--- src/sv/u8sd_pkg.sv ---
// ----------------------------------------------------------------------------
// u8sd_pkg: shared types and helpers for the utf-8 stream decoder
// Word formats on both ports, the classified word passed from front to back,
// status codes and the lead byte decoder.
// ----------------------------------------------------------------------------
`default_nettype none

package u8sd_pkg;

  // depth of the queue between front and back
  localparam int unsigned QueueDepth = 4;
  localparam int unsigned QueueAw    = $clog2(QueueDepth);

  // result status codes
  typedef enum logic [1:0] {
    STATUS_OK        = 2'd0,
    STATUS_BAD_LEAD  = 2'd1,
    STATUS_TRUNCATED = 2'd2
  } status_e;

  // sequence lengths given by a lead byte
  localparam logic [2:0] LenInvalid = 3'd0;
  localparam logic [2:0] LenOne     = 3'd1;
  localparam logic [2:0] LenTwo     = 3'd2;
  localparam logic [2:0] LenThree   = 3'd3;
  localparam logic [2:0] LenFour    = 3'd4;
  localparam logic [2:0] LenFive    = 3'd5;
  localparam logic [2:0] LenSix     = 3'd6;

  // input word
  typedef struct packed {
    logic [7:0] byte_value;
    logic       string_end;
  } in_word_t;

  // result word
  typedef struct packed {
    logic [30:0] code_point;
    logic [1:0]  status;
    logic        last_of_string;
  } out_word_t;

  // byte after classification by the front
  typedef struct packed {
    logic [7:0] byte_value;
    logic       string_end;
    logic [2:0] lead_len;
    logic [4:0] lead_bits;
  } cls_word_t;

  // sequence length implied by a lead byte, zero for an invalid lead
  function automatic logic [2:0] lead_length(input logic [7:0] b);
    logic [2:0] len;
    unique case (b) inside
      [8'h00:8'h7F]: len = LenOne;
      [8'h80:8'hBF]: len = LenInvalid;
      [8'hC0:8'hDF]: len = LenTwo;
      [8'hE0:8'hEF]: len = LenThree;
      [8'hF0:8'hF7]: len = LenFour;
      [8'hF8:8'hFB]: len = LenFive;
      [8'hFC:8'hFD]: len = LenSix;
      default:       len = LenInvalid;
    endcase
    return len;
  endfunction

  // payload bits a lead byte keeps for its sequence length
  function automatic logic [4:0] lead_payload(input logic [7:0] b, input logic [2:0] len);
    logic [4:0] bits;
    unique case (len)
      LenTwo:   bits = b[4:0];
      LenThree: bits = {1'b0, b[3:0]};
      LenFour:  bits = {2'b00, b[2:0]};
      LenFive:  bits = {3'b000, b[1:0]};
      LenSix:   bits = {4'b0000, b[0]};
      default:  bits = 5'd0;
    endcase
    return bits;
  endfunction

endpackage

`default_nettype wire

--- src/sv/u8sd_front.sv ---
// ----------------------------------------------------------------------------
// u8sd_front: input side of the decoder
// Takes one byte word a cycle while the queue is not full, decodes its lead
// length and lead payload bits and pushes the classified word into the queue.
// ----------------------------------------------------------------------------
`default_nettype none

module u8sd_front (
  input  wire                   in_valid_i,
  output logic                  in_stall_o,
  input  u8sd_pkg::in_word_t    in_word_i,
  input  wire                   q_full_i,
  output logic                  q_push_o,
  output u8sd_pkg::cls_word_t   q_word_o
);

  logic [2:0] len;

  // lead decode
  always_comb begin
    len                 = u8sd_pkg::lead_length(in_word_i.byte_value);
    q_word_o.byte_value = in_word_i.byte_value;
    q_word_o.string_end = in_word_i.string_end;
    q_word_o.lead_len   = len;
    q_word_o.lead_bits  = u8sd_pkg::lead_payload(in_word_i.byte_value, len);
  end

  // handshake: stall only on a full queue
  assign in_stall_o = q_full_i;
  assign q_push_o   = in_valid_i & ~q_full_i;

endmodule

`default_nettype wire

--- src/sv/u8sd_queue.sv ---
// ----------------------------------------------------------------------------
// u8sd_queue: small word queue between front and back
// Registered entries with read and write pointers and a fill count; the
// full flag comes from the count register.
// ----------------------------------------------------------------------------
`default_nettype none

module u8sd_queue (
  input  wire                   clk_i,
  input  wire                   rst_ni,
  input  wire                   push_i,
  input  u8sd_pkg::cls_word_t   push_word_i,
  output logic                  full_o,
  input  wire                   pop_i,
  output logic                  head_valid_o,
  output u8sd_pkg::cls_word_t   head_word_o
);

  localparam int unsigned Aw = u8sd_pkg::QueueAw;
  localparam logic [Aw:0] DepthCount = (Aw + 1)'(u8sd_pkg::QueueDepth);
  localparam logic [Aw-1:0] LastPtr = Aw'(u8sd_pkg::QueueDepth - 1);

  u8sd_pkg::cls_word_t entry_q [u8sd_pkg::QueueDepth];
  logic [Aw-1:0] wr_ptr_q, wr_ptr_d;
  logic [Aw-1:0] rd_ptr_q, rd_ptr_d;
  logic [Aw:0]   count_q, count_d;
  logic          do_push, do_pop;

  assign full_o       = (count_q == DepthCount);
  assign head_valid_o = (count_q != '0);
  assign head_word_o  = entry_q[rd_ptr_q];
  assign do_push      = push_i & ~full_o;
  assign do_pop       = pop_i & head_valid_o;

  // pointer and count update
  always_comb begin
    wr_ptr_d = wr_ptr_q;
    rd_ptr_d = rd_ptr_q;
    count_d  = count_q;
    if (do_push) begin
      wr_ptr_d = (wr_ptr_q == LastPtr) ? '0 : wr_ptr_q + 1'b1;
    end
    if (do_pop) begin
      rd_ptr_d = (rd_ptr_q == LastPtr) ? '0 : rd_ptr_q + 1'b1;
    end
    if (do_push && !do_pop) begin
      count_d = count_q + 1'b1;
    end else if (!do_push && do_pop) begin
      count_d = count_q - 1'b1;
    end
  end

  always_ff @(posedge clk_i or negedge rst_ni) begin
    if (!rst_ni) begin
      wr_ptr_q <= '0;
      rd_ptr_q <= '0;
      count_q  <= '0;
    end else begin
      wr_ptr_q <= wr_ptr_d;
      rd_ptr_q <= rd_ptr_d;
      count_q  <= count_d;
    end
  end

  // entry storage
  always_ff @(posedge clk_i) begin
    if (do_push) begin
      entry_q[wr_ptr_q] <= push_word_i;
    end
  end

  // fill count never passes the depth
  a_count_bound: assert property (@(posedge clk_i) disable iff (!rst_ni)
    count_q <= DepthCount)
    else $error("queue count beyond depth");

endmodule

`default_nettype wire

--- src/sv/u8sd_back.sv ---
// ----------------------------------------------------------------------------
// u8sd_back: sequence state and result register
// Pops classified words, gathers continuation bits into the pending code
// point, handles bad lead, truncation and discard, and holds each result
// in an output register until it is taken.
// ----------------------------------------------------------------------------
`default_nettype none

module u8sd_back (
  input  wire                   clk_i,
  input  wire                   rst_ni,
  input  wire                   head_valid_i,
  input  u8sd_pkg::cls_word_t   head_word_i,
  output logic                  pop_o,
  output logic                  out_valid_o,
  input  wire                   out_stall_i,
  output u8sd_pkg::out_word_t   out_word_o
);

  logic [2:0]          exp_len_q, exp_len_d;
  logic [2:0]          taken_q, taken_d;
  logic [30:0]         partial_q, partial_d;
  logic                discard_q, discard_d;
  logic                out_valid_q, out_valid_d;
  u8sd_pkg::out_word_t out_word_q, out_word_d;

  logic                has_result;
  u8sd_pkg::out_word_t result;
  logic [30:0]         shifted;
  logic [2:0]          taken_inc;
  logic                b_end;

  // pop when the output register is free or emptying this cycle
  assign pop_o = head_valid_i & (~out_valid_q | ~out_stall_i);

  assign b_end     = head_word_i.string_end;
  assign shifted   = {partial_q[24:0], head_word_i.byte_value[5:0]};
  assign taken_inc = taken_q + 3'd1;

  // per-word sequence update
  always_comb begin
    exp_len_d  = exp_len_q;
    taken_d    = taken_q;
    partial_d  = partial_q;
    discard_d  = discard_q;
    has_result = 1'b0;
    result     = '{code_point: '0, status: u8sd_pkg::STATUS_OK, last_of_string: b_end};
    if (discard_q) begin
      // dropping the rest of a failed string
      if (b_end) begin
        discard_d = 1'b0;
      end
      exp_len_d = '0;
      taken_d   = '0;
      partial_d = '0;
    end else if (exp_len_q == '0) begin
      // lead position
      if (head_word_i.lead_len == u8sd_pkg::LenInvalid) begin
        has_result    = 1'b1;
        result.status = u8sd_pkg::STATUS_BAD_LEAD;
        discard_d     = ~b_end;
      end else if (head_word_i.lead_len == u8sd_pkg::LenOne) begin
        has_result        = 1'b1;
        result.code_point = {23'd0, head_word_i.byte_value};
      end else if (b_end) begin
        has_result    = 1'b1;
        result.status = u8sd_pkg::STATUS_TRUNCATED;
      end else begin
        exp_len_d = head_word_i.lead_len;
        taken_d   = 3'd1;
        partial_d = {26'd0, head_word_i.lead_bits};
      end
    end else begin
      // continuation position
      if (taken_inc >= exp_len_q) begin
        has_result        = 1'b1;
        result.code_point = shifted;
        exp_len_d         = '0;
        taken_d           = '0;
        partial_d         = '0;
      end else if (b_end) begin
        has_result    = 1'b1;
        result.status = u8sd_pkg::STATUS_TRUNCATED;
        exp_len_d     = '0;
        taken_d       = '0;
        partial_d     = '0;
      end else begin
        taken_d   = taken_inc;
        partial_d = shifted;
      end
    end
  end

  // output register
  always_comb begin
    out_valid_d = out_valid_q;
    out_word_d  = out_word_q;
    if (out_valid_q && !out_stall_i) begin
      out_valid_d = 1'b0;
    end
    if (pop_o && has_result) begin
      out_valid_d = 1'b1;
      out_word_d  = result;
    end
  end

  always_ff @(posedge clk_i or negedge rst_ni) begin
    if (!rst_ni) begin
      exp_len_q   <= '0;
      taken_q     <= '0;
      partial_q   <= '0;
      discard_q   <= 1'b0;
      out_valid_q <= 1'b0;
    end else begin
      if (pop_o) begin
        exp_len_q <= exp_len_d;
        taken_q   <= taken_d;
        partial_q <= partial_d;
        discard_q <= discard_d;
      end
      out_valid_q <= out_valid_d;
    end
  end

  always_ff @(posedge clk_i) begin
    out_word_q <= out_word_d;
  end

  assign out_valid_o = out_valid_q;
  assign out_word_o  = out_word_q;

  // a pending sequence is never complete
  a_taken_below_len: assert property (@(posedge clk_i) disable iff (!rst_ni)
    (exp_len_q != '0) |-> (taken_q < exp_len_q && taken_q != '0))
    else $error("pending sequence count out of range");

  // no sequence is pending while discarding
  a_discard_idle: assert property (@(posedge clk_i) disable iff (!rst_ni)
    discard_q |-> (exp_len_q == '0))
    else $error("sequence pending while discarding");

  // error results carry a zero code point
  a_error_zero: assert property (@(posedge clk_i) disable iff (!rst_ni)
    (out_valid_q && out_word_q.status != u8sd_pkg::STATUS_OK) |-> (out_word_q.code_point == '0))
    else $error("error result with nonzero code point");

endmodule

`default_nettype wire

--- src/sv/utf8_stream_decoder.sv ---
// ----------------------------------------------------------------------------
// utf8_stream_decoder: utf-8 decoder for the original 1 to 6 byte form
// Byte words in, code point words out, decoupled by a short queue.
// ----------------------------------------------------------------------------
// Takes one byte word per cycle and returns at most one result word per
// byte; with no stall on the output it sustains one byte per cycle. A byte
// passes the lead decoder in the front, is written into a four-entry queue,
// and is decoded into the result register at the edge that pops it. The
// lead byte alone sets the sequence length; continuation bytes are not
// checked. After an invalid lead the rest of the string up to its last
// byte is dropped without results. A stalled output fills the queue and
// then stalls the input.
`default_nettype none

module utf8_stream_decoder (
  input  wire                  clk_i,
  input  wire                  rst_ni,
  input  wire                  in_valid_i,
  output logic                 in_stall_o,
  input  u8sd_pkg::in_word_t   in_word_i,
  output logic                 out_valid_o,
  input  wire                  out_stall_i,
  output u8sd_pkg::out_word_t  out_word_o
);

  logic                q_full;
  logic                q_push;
  logic                q_pop;
  logic                q_head_valid;
  u8sd_pkg::cls_word_t q_push_word;
  u8sd_pkg::cls_word_t q_head_word;

  // classify incoming bytes
  u8sd_front u_front (
    .in_valid_i (in_valid_i),
    .in_stall_o (in_stall_o),
    .in_word_i  (in_word_i),
    .q_full_i   (q_full),
    .q_push_o   (q_push),
    .q_word_o   (q_push_word)
  );

  // decoupling queue
  u8sd_queue u_queue (
    .clk_i        (clk_i),
    .rst_ni       (rst_ni),
    .push_i       (q_push),
    .push_word_i  (q_push_word),
    .full_o       (q_full),
    .pop_i        (q_pop),
    .head_valid_o (q_head_valid),
    .head_word_o  (q_head_word)
  );

  // sequence decode and result register
  u8sd_back u_back (
    .clk_i        (clk_i),
    .rst_ni       (rst_ni),
    .head_valid_i (q_head_valid),
    .head_word_i  (q_head_word),
    .pop_o        (q_pop),
    .out_valid_o  (out_valid_o),
    .out_stall_i  (out_stall_i),
    .out_word_o   (out_word_o)
  );

endmodule

`default_nettype wire

--- config.mk ---
export PLATFORM = sky130hd
export DESIGN_NAME = utf8_stream_decoder
export DESIGN_NICKNAME = d
export VERILOG_FILES = /design/src/sv/u8sd_pkg.sv /design/src/sv/u8sd_front.sv /design/src/sv/u8sd_queue.sv /design/src/sv/u8sd_back.sv /design/src/sv/utf8_stream_decoder.sv
export SDC_FILE = /design/constraint.sdc
export NUM_CORES = 1
export LEC_CHECK = 0
export BUFFER_PORTS_ARGS = -buffer_cell sky130_fd_sc_hd__buf_4
export CELL_PAD_IN_SITES_DETAIL_PLACEMENT = 1
export CELL_PAD_IN_SITES_GLOBAL_PLACEMENT = 1
export CORE_MARGIN = 10
export CORE_UTILIZATION = 49
export CTS_BUF_LIST = sky130_fd_sc_hd__clkbuf_4
export DETAILED_ROUTE_END_ITERATION = 7
export GPL_TIMING_DRIVEN = 0
export PLACE_DENSITY = 0.84
export SYNTH_ARGS = -nofsm -noshare
export SYNTH_HDL_FRONTEND = slang
export SYNTH_HIERARCHICAL = 1
export SYNTH_SLANG_ARGS = --single-unit
--- constraint.sdc ---
create_clock -name clk_i -period 5.3 [get_ports clk_i]
set_input_delay 1.06 -clock clk_i [delete_from_list [all_inputs] [get_ports clk_i]]
set_output_delay 1.06 -clock clk_i [all_outputs]
set_load 0.1 [all_outputs]
# After elaboration in Yosys (flattened, before gate mapping)
# Memory sizes are Yosys's and may differ from the RTL's.
# Index checks and enable logic that the tools add are counted.
# totals
reg_bits	74
latch_bits	0
mem_bits_rw	68
mem_bits_ro	0
input_bits	13
output_inout_bits	36
memories	1
# memory_table
memory	depth	word_bits	rd	rd_clocked_by_memory_dff	write_ports	line_no	text
u_queue.entry_q	4	17	1	0	1	u8sd_queue.sv:23	u8sd_pkg::cls_word_t entry_q [u8sd_pkg::QueueDepth];
# op_classes
add_sub_neg	5
mul	0
n_div	0
magnitude_cmp	13
n_eq_ne	12
shift	0
muxes	49
bitwise_logic	9
n_reduce_logical	21
# ops
cell	n
25-bit 2-to-1 mux	7
3-bit 2-to-1 mux	16
8-bit >= comparator (second input constant)	5
8-bit <= comparator (second input constant)	5
33-bit 2-to-1 mux	1
31-bit 2-to-1 mux	1
5-bit one-hot mux with 5 select lines	1
3-bit one-hot mux with 6 select lines	1
8-bit 2-to-1 mux	2
1-bit 2-to-1 mux	14
3-bit == test (second input constant)	4
2-bit 2-to-1 mux	6
1-bit logical AND	10
8-bit by 1-bit >= comparator with 1-bit output (second input constant)	1
8-bit by 7-bit <= comparator with 1-bit output (second input constant)	1
3-bit by 1-bit adder with 3-bit output (second input constant)	2
3-bit by 2-bit == test with 1-bit output (second input constant)	2
3-bit logical NOT	2
3-bit by 2-bit != test with 1-bit output (second input constant)	2
5-bit AND reduction	1
2-bit by 1-bit adder with 2-bit output (second input constant)	2
1-bit bitwise AND	4
2-bit == test (second input constant)	2
1-bit NOT	4
10 further kinds	13

# Depth between registers and ports, before layout
# Gate-level depths: netlist (run 1).
# logic_depth
ltp_word	8
ltp_mapped	10
depth_no_buf	10

# Hierarchy
# Netlist (run 1), hierarchy kept.
# modules_own_cells
module	n_inst	cells_per_inst	area_per_inst_um2
u8sd_queue	1	126	2959.1
u8sd_back	1	185	2781.4
u8sd_front	1	29	200.2

# Worst setup path before layout (run 1)
# No wires, ideal clock.
# synth_timing
path_kind	reg-to-reg
from	register u_queue.rd_ptr_q[0]
to	register u_back.out_word_q (netlist bit u_back/out_word_o[0]), enable pin
arrival_ns	3.854
required_time_ns	4.832
setup_slack_ns	0.978
stages_incl_launch_ff	7
path_buffers	2
period_less_slack_ns	4.322
path_cell_list	dfrtp_1 -> buf_6 -> buf_12 -> mux4_2 -> nor3_2 -> a211oi_1 -> nor3_1
# synth_lines
item	line_no	text
start: declaration	u8sd_queue.sv:25	logic [Aw-1:0] rd_ptr_q, rd_ptr_d;
start signal: assignment	u8sd_queue.sv:60	rd_ptr_q <= rd_ptr_d;
end signal: assignment	u8sd_back.sv:126	out_word_q <= out_word_d;
end: declaration	u8sd_back.sv:25	u8sd_pkg::out_word_t out_word_q, out_word_d;

==> results of run 1 <==
## through the flow
step / util [%] / hold slack [ps]
2_1_floorplan: - / 464
3_3_place_gp: 54.2 / 479
3_5_place_dp: 54.5 / 487
4_1_cts: 56.9 / 444
5_1_grt: 56.9 / 465
6_report: 56.9 / 477
## cells in the mapped netlist (all sizes together), types with 3 or more instances
cell type / instances / area, um2
mux2: 5 / 63.8
xor2: 3 / 26.3
nand2: 10 / 47.6
nor3b: 8 / 101
a21oi: 5 / 25.0
edfxtp: 102 / 3060
a22o: 29 / 254
dfrtp: 40 / 1000
buf: 23 / 195
inv: 8 / 30.0
a21o: 6 / 45.0
nor2: 9 / 36.3
ha: 10 / 125
nor2b: 4 / 27.5
mux4: 17 / 417
and2: 27 / 171
a32o: 3 / 30.0
## per-layer routing
layer	track usage [%]	up-vias	part of all wire, %
met5	0	-	0
met4	6.48	0	1.6
met3	4.50	19	4.3
met2	25.8	60	51
met1	17.8	1625	43
li1	-	1458	-
## layout make-up
class	count	area, um2	area share (%)
multi-input cells	166	1660	24.3
plain buffers	24	199	2.92
well taps	147	184	2.70
inverters	8	30.0	0.441
flip-flops and latches	142	4060	59.7
clock inverters	10	120	1.76
repair buffers	50	390	5.73
clock buffers	22	165	2.43
## flip-flops by register name (all words and copies together), names as in the netlist
register / count
u_back/taken_q: 3
u_back/partial_q: 25
u_queue/entry_q: 68
u_back/exp_len_q: 3
u_queue/rd_ptr_q: 2
u_back/discard_q: 1
u_queue/wr_ptr_q: 2
u_back/out_valid_o: 1
u_queue/count_q: 3
u_back/out_word_o: 34
## worst max-delay path by stage
stage                        start               endpoint  slack (ps)  cells after the start
3_3_place_gp   u_queue/rd_ptr_q[1]   u_back/out_word_o[5]         120                      6
6_report       u_queue/rd_ptr_q[1]  u_back/out_word_o[29]        2210                      8
5_1_grt        u_queue/rd_ptr_q[1]  u_back/out_word_o[11]        2010                      8
2_1_floorplan  u_queue/rd_ptr_q[0]   u_back/out_word_o[0]         980                      6
4_1_cts        u_queue/rd_ptr_q[1]  u_back/out_word_o[11]        2220                      8
3_5_place_dp   u_queue/rd_ptr_q[1]   u_back/out_word_o[6]        2240                      8
## critical path, stage by stage (launching register included)
cell	delay (ps)
sky130_fd_sc_hd__dfrtp_1	360
sky130_fd_sc_hd__buf_2	250
sky130_fd_sc_hd__buf_2	320
sky130_fd_sc_hd__mux4_2	420
sky130_fd_sc_hd__nor3_2	300
sky130_fd_sc_hd__a211oi_1	140
sky130_fd_sc_hd__nor3_2	540
sky130_fd_sc_hd__buf_6	270
sky130_fd_sc_hd__buf_6	200
## cell families after synthesis
logic type                 count (synthesis)
AOI/OAI and AO/OA                         59
xor gates and xnor gates                   4
adders and majority gates                 11
buffers and inverters                     32
DFF                                      142
muxes                                     22
and+or+nand+nor                           70
==> impl.org, run 1 <==
** Place
- The congestion estimate from routability-driven global placement came to about 0.78.
- Number of buffer cells added on primary ports :: 47
- Detailed placement ended at an HPWL of roughly 8500 um.
- Placed Cells :: 537
- Cell Area, Placed :: ~0.0065 mm2
- Before CTS, the worst setup slack after placement is between 2000 and 2500 ps.

** Layout
- Once layout is complete, the cells apart from fillers number between 500 and 600.
- At the end of the flow, the number of nets in the layout was roughly 430.
- The finished cells cover ~0.0068 mm2.
- Cells with a size suffix above 1 make up between 30% and 40% of the layout.
- Number of filler instances in the final layout :: about 1100
- Total inserted antenna cells :: 0
- Leaving out fill and tap cells, the most frequent cells in the layout are sky130_fd_sc_hd__edfxtp_1 (102), sky130_fd_sc_hd__buf_4 (58), sky130_fd_sc_hd__dfrtp_1 (40).
- Most frequent standard cell in the layout excluding fill and tap cells :: sky130_fd_sc_hd__edfxtp_1
- Growth of design area from synthesis to finish :: 14.6%

** Synth
- Total number of yosys warnings :: 6
- Synthesized cell area :: between 0.005 and 0.006 mm2
- Synthesized netlist net count :: approximately 360
- The share of the Yosys chip area taken by registers is 68.4%.
- After Yosys synthesis, full adders, half adders and majority gates account for between 2 and 2.5% of the synthesized area.
- Simple logic cell fraction of the synthesized area :: under 10%
- Of the post-synthesis cell area, the part taken by muxes is about 8.1%.
- Main combinational cell family by area after synthesis :: simple AND/OR/NAND/NOR gates
- Yosys reg bits :: around 140
- Each instance of the synthesized netlist takes up on average ~17 um2.
- After Yosys synthesis, XOR and XNOR cells account for less than 1% of the synthesized area.
- In this run, synthesis inferred between 100 and 150 flip-flops with an integrated enable.
- Summing the areas of all compound-gate instances in the mapped netlist gives 8.30% of the synthesized area.
- Async set-or-reset flop fraction in the synthesized netlist :: approximately 28%
- Leading register cell type out of synthesis :: sky130_fd_sc_hd__edfxtp_1
- Synthesis produced a netlist whose cell count is 340.
- The netlist uses 57 different library cells.

** Setup path
- The worst register-to-register path ends at u_back/out_word_o[29].
- In this run the worst path has a maximum fanout of 15.
- Worst Setup End Kind :: flop
- Data arrival time of the critical path :: between 3000 and 4000 ps
- Setup slack on the worst reg-to-reg path comes out at 2210 ps.
- The critical path in this run is classified as flop to flop.
- STA classifies the critical path startpoint as a flop.
- In this run the critical register-to-register path is launched from u_queue/rd_ptr_q[1].
- Critical path data required time :: around 5600 ps
- Reg2reg path depth :: 8

** Timing
- Count of final max-slew check failures :: 0
- Headroom to the max-slew limit came out at between 30% and 40%.
- Final count of hold timing violations :: 0
- Number of failing setup endpoints in the final timing report :: 0
- Final Skew :: around 17 ps
- The clock period could shrink to between 3000 and 4000 ps.
- At the pin with the least slew margin, the transition time is between 900 and 1000 ps.
- Setup Total Neg Slack :: 0 ps
- Static timing analysis puts the maximum clock frequency at about 0.32 GHz.
- Setup WS post-layout :: 2210 ps
- In the finished design, the share of the clock period the worst path needs comes to 58.3%.
- Setup repair after global routing left no endpoint under its margin.

** Floorplanning
- The die covers 0.0169 mm2.
- Effective utilization at floorplan :: approximately 50%
- Core Rows :: 40
- a little under 50 I/O pins were placed.
- The die is 130 um tall.
- Horizontal extent of the die :: 130 um
- Core Box Area :: approximately 0.012 mm2

** Hold path
- The min-delay analysis places its worst path in the category input pin to async pin.

** Job
- Max-capacitance violation count :: 0

** Clock network
- The clock drives 142 sinks.
- Resize count post-CTS :: 0
- In this run the deepest clock path goes through 2 buffers.
- In this run the number of H-tree levels came out at 4.
- Buffers inserted during clock tree synthesis total 17.
- Clock latency of the later-clocked register in the worst-skew pair :: between 500 and 600 ps
- Clock-pin slew was measured on the worst setup and hold paths at about 100 ps.
- TritonCTS clock tree :: yes
- For this design, the CTS-stage hold fixing added 0 buffers.
- Number of buffers inserted by post-CTS setup repair :: 0
- Clock tree root buffer cell :: sky130_fd_sc_hd__clkbuf_4

** Global route
- The first global-routing pass estimated 19300 um of wire.
- Via count of the first global-routing pass :: between 3000 and 4000
- For this run the aggregate overflow at the end of global routing stands at 0.
- The initial antenna violation count is 0.
- Aggregate global-route resource usage :: roughly 15%
- Entering global routing, the biggest net connects 41 pins.

** Drt
- The detail route stage leaves a number of antenna-violating nets equal to 0.
- First drt pass iteration count :: 4
- Drt drc :: 0
- Total wire length after detailed routing :: about 12000 um
- Post-detailed-route via-to-cell ratio :: around 5.6
- Routed wire length per instance :: around 21 um
- The routed layout has approximately 3200 vias.
- For this block, the initial DRC count from the detailed router was 187.

** Run status
- Outcome :: complete, no violations
Power of run 1 is left out: the tool's default activity adds up to more than one toggle a clock period on the data nets, which glitch-free logic cannot reach.
==> run 2, diff against run 1 <==
CORE_UTILIZATION = 48   (was 49)
PLACE_DENSITY = 0.85   (was 0.84)
clock period = 2.5 ns   (was 5.3 ns; I/O delays follow)
==> run 2 against run 1 <==
Net effect:
- clock skew decreased by 3.4 ps
- fmax rose by 27%
- flip-flop and latch count is the same
- critical path depth shrank 1
- worst hold slack worse by 320 ps
- routed wire length rose by 3.8%
- final area up 3.1%
- first-iteration DRC count down 1.6%
- global-route usage is 0.78 points lower
- largest cell class unchanged
==> impl.org, run 2 (synthesis results as in run 1) <==
** Layout
- Growth of design area from synthesis to finish :: 18.1% (was 14.6%)
- Most frequent cells in the layout: sky130_fd_sc_hd__edfxtp_1 (102), sky130_fd_sc_hd__buf_4 (73), sky130_fd_sc_hd__dfrtp_1 (37) (was sky130_fd_sc_hd__edfxtp_1 (102), sky130_fd_sc_hd__buf_4 (58), sky130_fd_sc_hd__dfrtp_1 (40)).
- The number of flip-flops in the largest register is 68 (unchanged).
- Share of layout cells above drive strength 1 :: 37.0% (was 32.2%)
- The count of nets after finishing came to 449 (was 433).
- The count of fill cells added during filler insertion is 1118 (was 1106).
- Register with the highest flop count :: u_queue/entry_q (unchanged)
- The total inserted antenna cells came to 0 (unchanged).
- Most frequent standard cell in the layout excluding fill and tap cells :: sky130_fd_sc_hd__edfxtp_1 (unchanged)

** Hold path
- Hold path startpoint :: in_word_i[0]
- Capture endpoint of the worst hold path :: u_queue/entry_q[0][8]
- Along the worst hold path, the cell count comes to 1.
- The type of the most critical hold path was input pin to flop (was input pin to async pin).

** Timing
- The worst clock skew was 13.2 ps (was 16.6 ps).
- The count of pins over their slew limit was 0 (unchanged).
- The headroom to the max-slew limit is 36.4% (was 35.5%).
- Transition at the pin with the smallest max-transition slack :: 955 ps (was 967 ps)
- The final hold violation count came to 0 (unchanged).
- The final worst hold slack was 159 ps (was 477 ps).
- Maximum frequency from static timing analysis :: 0.412 GHz (was 0.324 GHz)
- The setup total negative slack came to 0 ps (unchanged).
- The final number of setup-violating endpoints is 0 (unchanged).
- Final critical-path required period :: 2430 ps (was 3090 ps)
- Crit share post-route :: 97.0% (was 58.3%)
- Setup repair after global routing missed its margin :: yes (was no)

** Clock network
- The clock input transition at the sequential cells of the worst setup and hold paths was 110 ps (was 100 ps).
- Maximum buffer depth of the clock tree :: 2 (unchanged)
- The insertion delay to the later sink of the worst-skew pair was 540 ps (was 550 ps).
- The CTS tree was yes (unchanged).
- The number of CTS-inserted buffers was 17 (unchanged).
- H-tree depth reported by CTS :: 4 (unchanged)
- Clock tree root buffer cell :: sky130_fd_sc_hd__clkbuf_4 (unchanged)
- The number of sinks handled by clock tree synthesis was 142 (unchanged).

** Setup path
- The maximum net fanout on the critical path is 10 (was 15).
- Critical register-to-register path startpoint :: u_queue/rd_ptr_q[0] (was u_queue/rd_ptr_q[1])
- R2R setup slack :: 70 ps (was 2210 ps)
- The required time of the worst setup path is 2970 ps (was 5550 ps).
- Worst Setup End Kind :: flop (unchanged)
- The data arrival time of the critical path is 2900 ps (was 3340 ps).
- Worst reg2reg endpoint :: u_back/partial_q[23] (was u_back/out_word_o[29])
- The worst-path cell with the longest stage delay is sky130_fd_sc_hd__mux4_2 (was sky130_fd_sc_hd__nor3_2).
- Series of cell instances along the critical path :: buf_12 > mux4_2 > nor2_1 > o211ai_1 > nor2_4 > buf_2 > a22o_1 (was buf_2 > buf_2 > mux4_2 > nor3_2 > a211oi_1 > nor3_2 > buf_6 > buf_6)
- Nature of the critical path startpoint :: flop (unchanged)
- CP max stage delay :: 610 ps (was 540 ps)
- Crit Path Category :: flop to flop (unchanged)
- Reg2reg path depth :: 7 (was 8)

** Drt
- Routed wl met2 :: 6580 um (was 6140 um)
- Drt drc :: 0 (unchanged)
- Post-detailed-route via-to-cell ratio :: 5.28 (was 5.56)
- The via total after detailed routing was 3198 (was 3162).
- The average wire per standard cell was 20.5 um (was 21.0 um).
- The met1 routed wirelength after detailed routing came to 5330 um (was 5130 um).
- First drt pass iteration count :: 4 (unchanged)
- Uppermost metal layer occupied by signal nets :: met4 (unchanged)
- The number of nets still failing antenna checks after routing is 0 (unchanged).
- Total wire length after detailed routing :: 12400 um (was 12000 um)
- Length of routed met3 wiring :: 336 um (was 512 um)
- The violation count after the first detailed-route iteration was 184 (was 187).

** Floorplanning
- The number of rows in the core area was 40 (unchanged).
- The effective utilization at floorplan came to 49.3% (was 49.7%).
- Horizontal extent of the die :: 131 um (was 130 um)
- Number of top-level pins :: 49 (unchanged)
- The height of the die is 131 um (was 130 um).
- Core Box Area :: 0.0121 mm2 (was 0.0120 mm2)
- Floorplan die area :: 0.0172 mm2 (was 0.0169 mm2)

** Global route
- The pin count of the biggest net entering global routing is 41 (unchanged).
- The overflow left after global routing came to 0 (unchanged).
- The via count of the first global-routing pass is 3532 (was 3475).
- First-pass GRT wire length :: 19500 um (was 19300 um)
- The total global routing track utilization came to 14.5% (was 15.3%).
- Initial antenna violation count :: 0 (unchanged)

** Place
- RePlAce Congestion :: 0.818 (was 0.780)
- The placed wire-length estimate was 8660 um (was 8480 um).
- The number of input and output port buffers inserted is 47 (unchanged).

** Run status
- Outcome :: complete, no violations (unchanged)

** Job
- The number of maximum-capacitance constraint violations came to 0 (unchanged).
[run 2: per-stage QoR]
step	area (um2)	utilization, %	std cells	setup WS [ps]
floorplan	5960	-	340	-248
global placement	6530	54.1	555	-698
detailed placement	6570	54.5	557	-345
CTS	6910	57.3	596	4.11
global route	7020	58.2	606	-30.4
finish	7020	58.2	606	73.9
[run 2: final cells by class]
cell class	count	area (um2)	area share, %
sequential	142	4070	58.0
multi-input combinational	166	1690	24.1
timing repair buffer	66	539	7.69
buffer	24	213	3.03
tap	168	210	3.00
clock buffer	23	173	2.46
clock inverter	9	93.8	1.34
inverter	8	30.0	0.428
[run 2: timing repair]
item,4_1_cts,5_1_grt
endpoints found under the setup margin,59,61
endpoints found under the hold margin,40,0
gates resized for setup,6,7
pin swaps,2,4
gates cloned,0,1
hold buffers,1,0
buffers inserted,6,9
[run 2: worst max path at each step]
stage                                    from               endpoint  slack, ps  cells after the start
after CTS                  u_queue/count_q[0]     u_queue/count_q[2]          4                     10
after global routing       u_queue/count_q[0]     u_queue/count_q[2]        -30                     10
after floorplan           u_queue/rd_ptr_q[0]   u_back/out_word_o[0]       -250                      6
after global placement    u_queue/rd_ptr_q[1]  u_back/out_word_o[16]       -700                      6
final                     u_queue/rd_ptr_q[0]   u_back/partial_q[23]         70                      7
after detailed placement  u_queue/rd_ptr_q[1]  u_back/out_word_o[16]       -340                      7
[run 2: critical path: cells and delay by family, from the launching register on]
| kind | cells | cell delay, ps |
|---|---|---|
| flip-flops | 1 | 410 |
| buffers and inverters | 2 | 410 |
| AO/OA/AOI/OAI | 2 | 440 |
| multiplexers | 1 | 610 |
| AND/OR/NAND/NOR | 2 | 480 |
[run 2: layer usage]
layer / vias up / track usage [%]
met3: 17 / 3.43
met2: 67 / 24.8
met4: 0 / 6.43
li1: 1493 / -
met5: - / 0
met1: 1621 / 17.0
Power of run 2 is left out for the same reason.
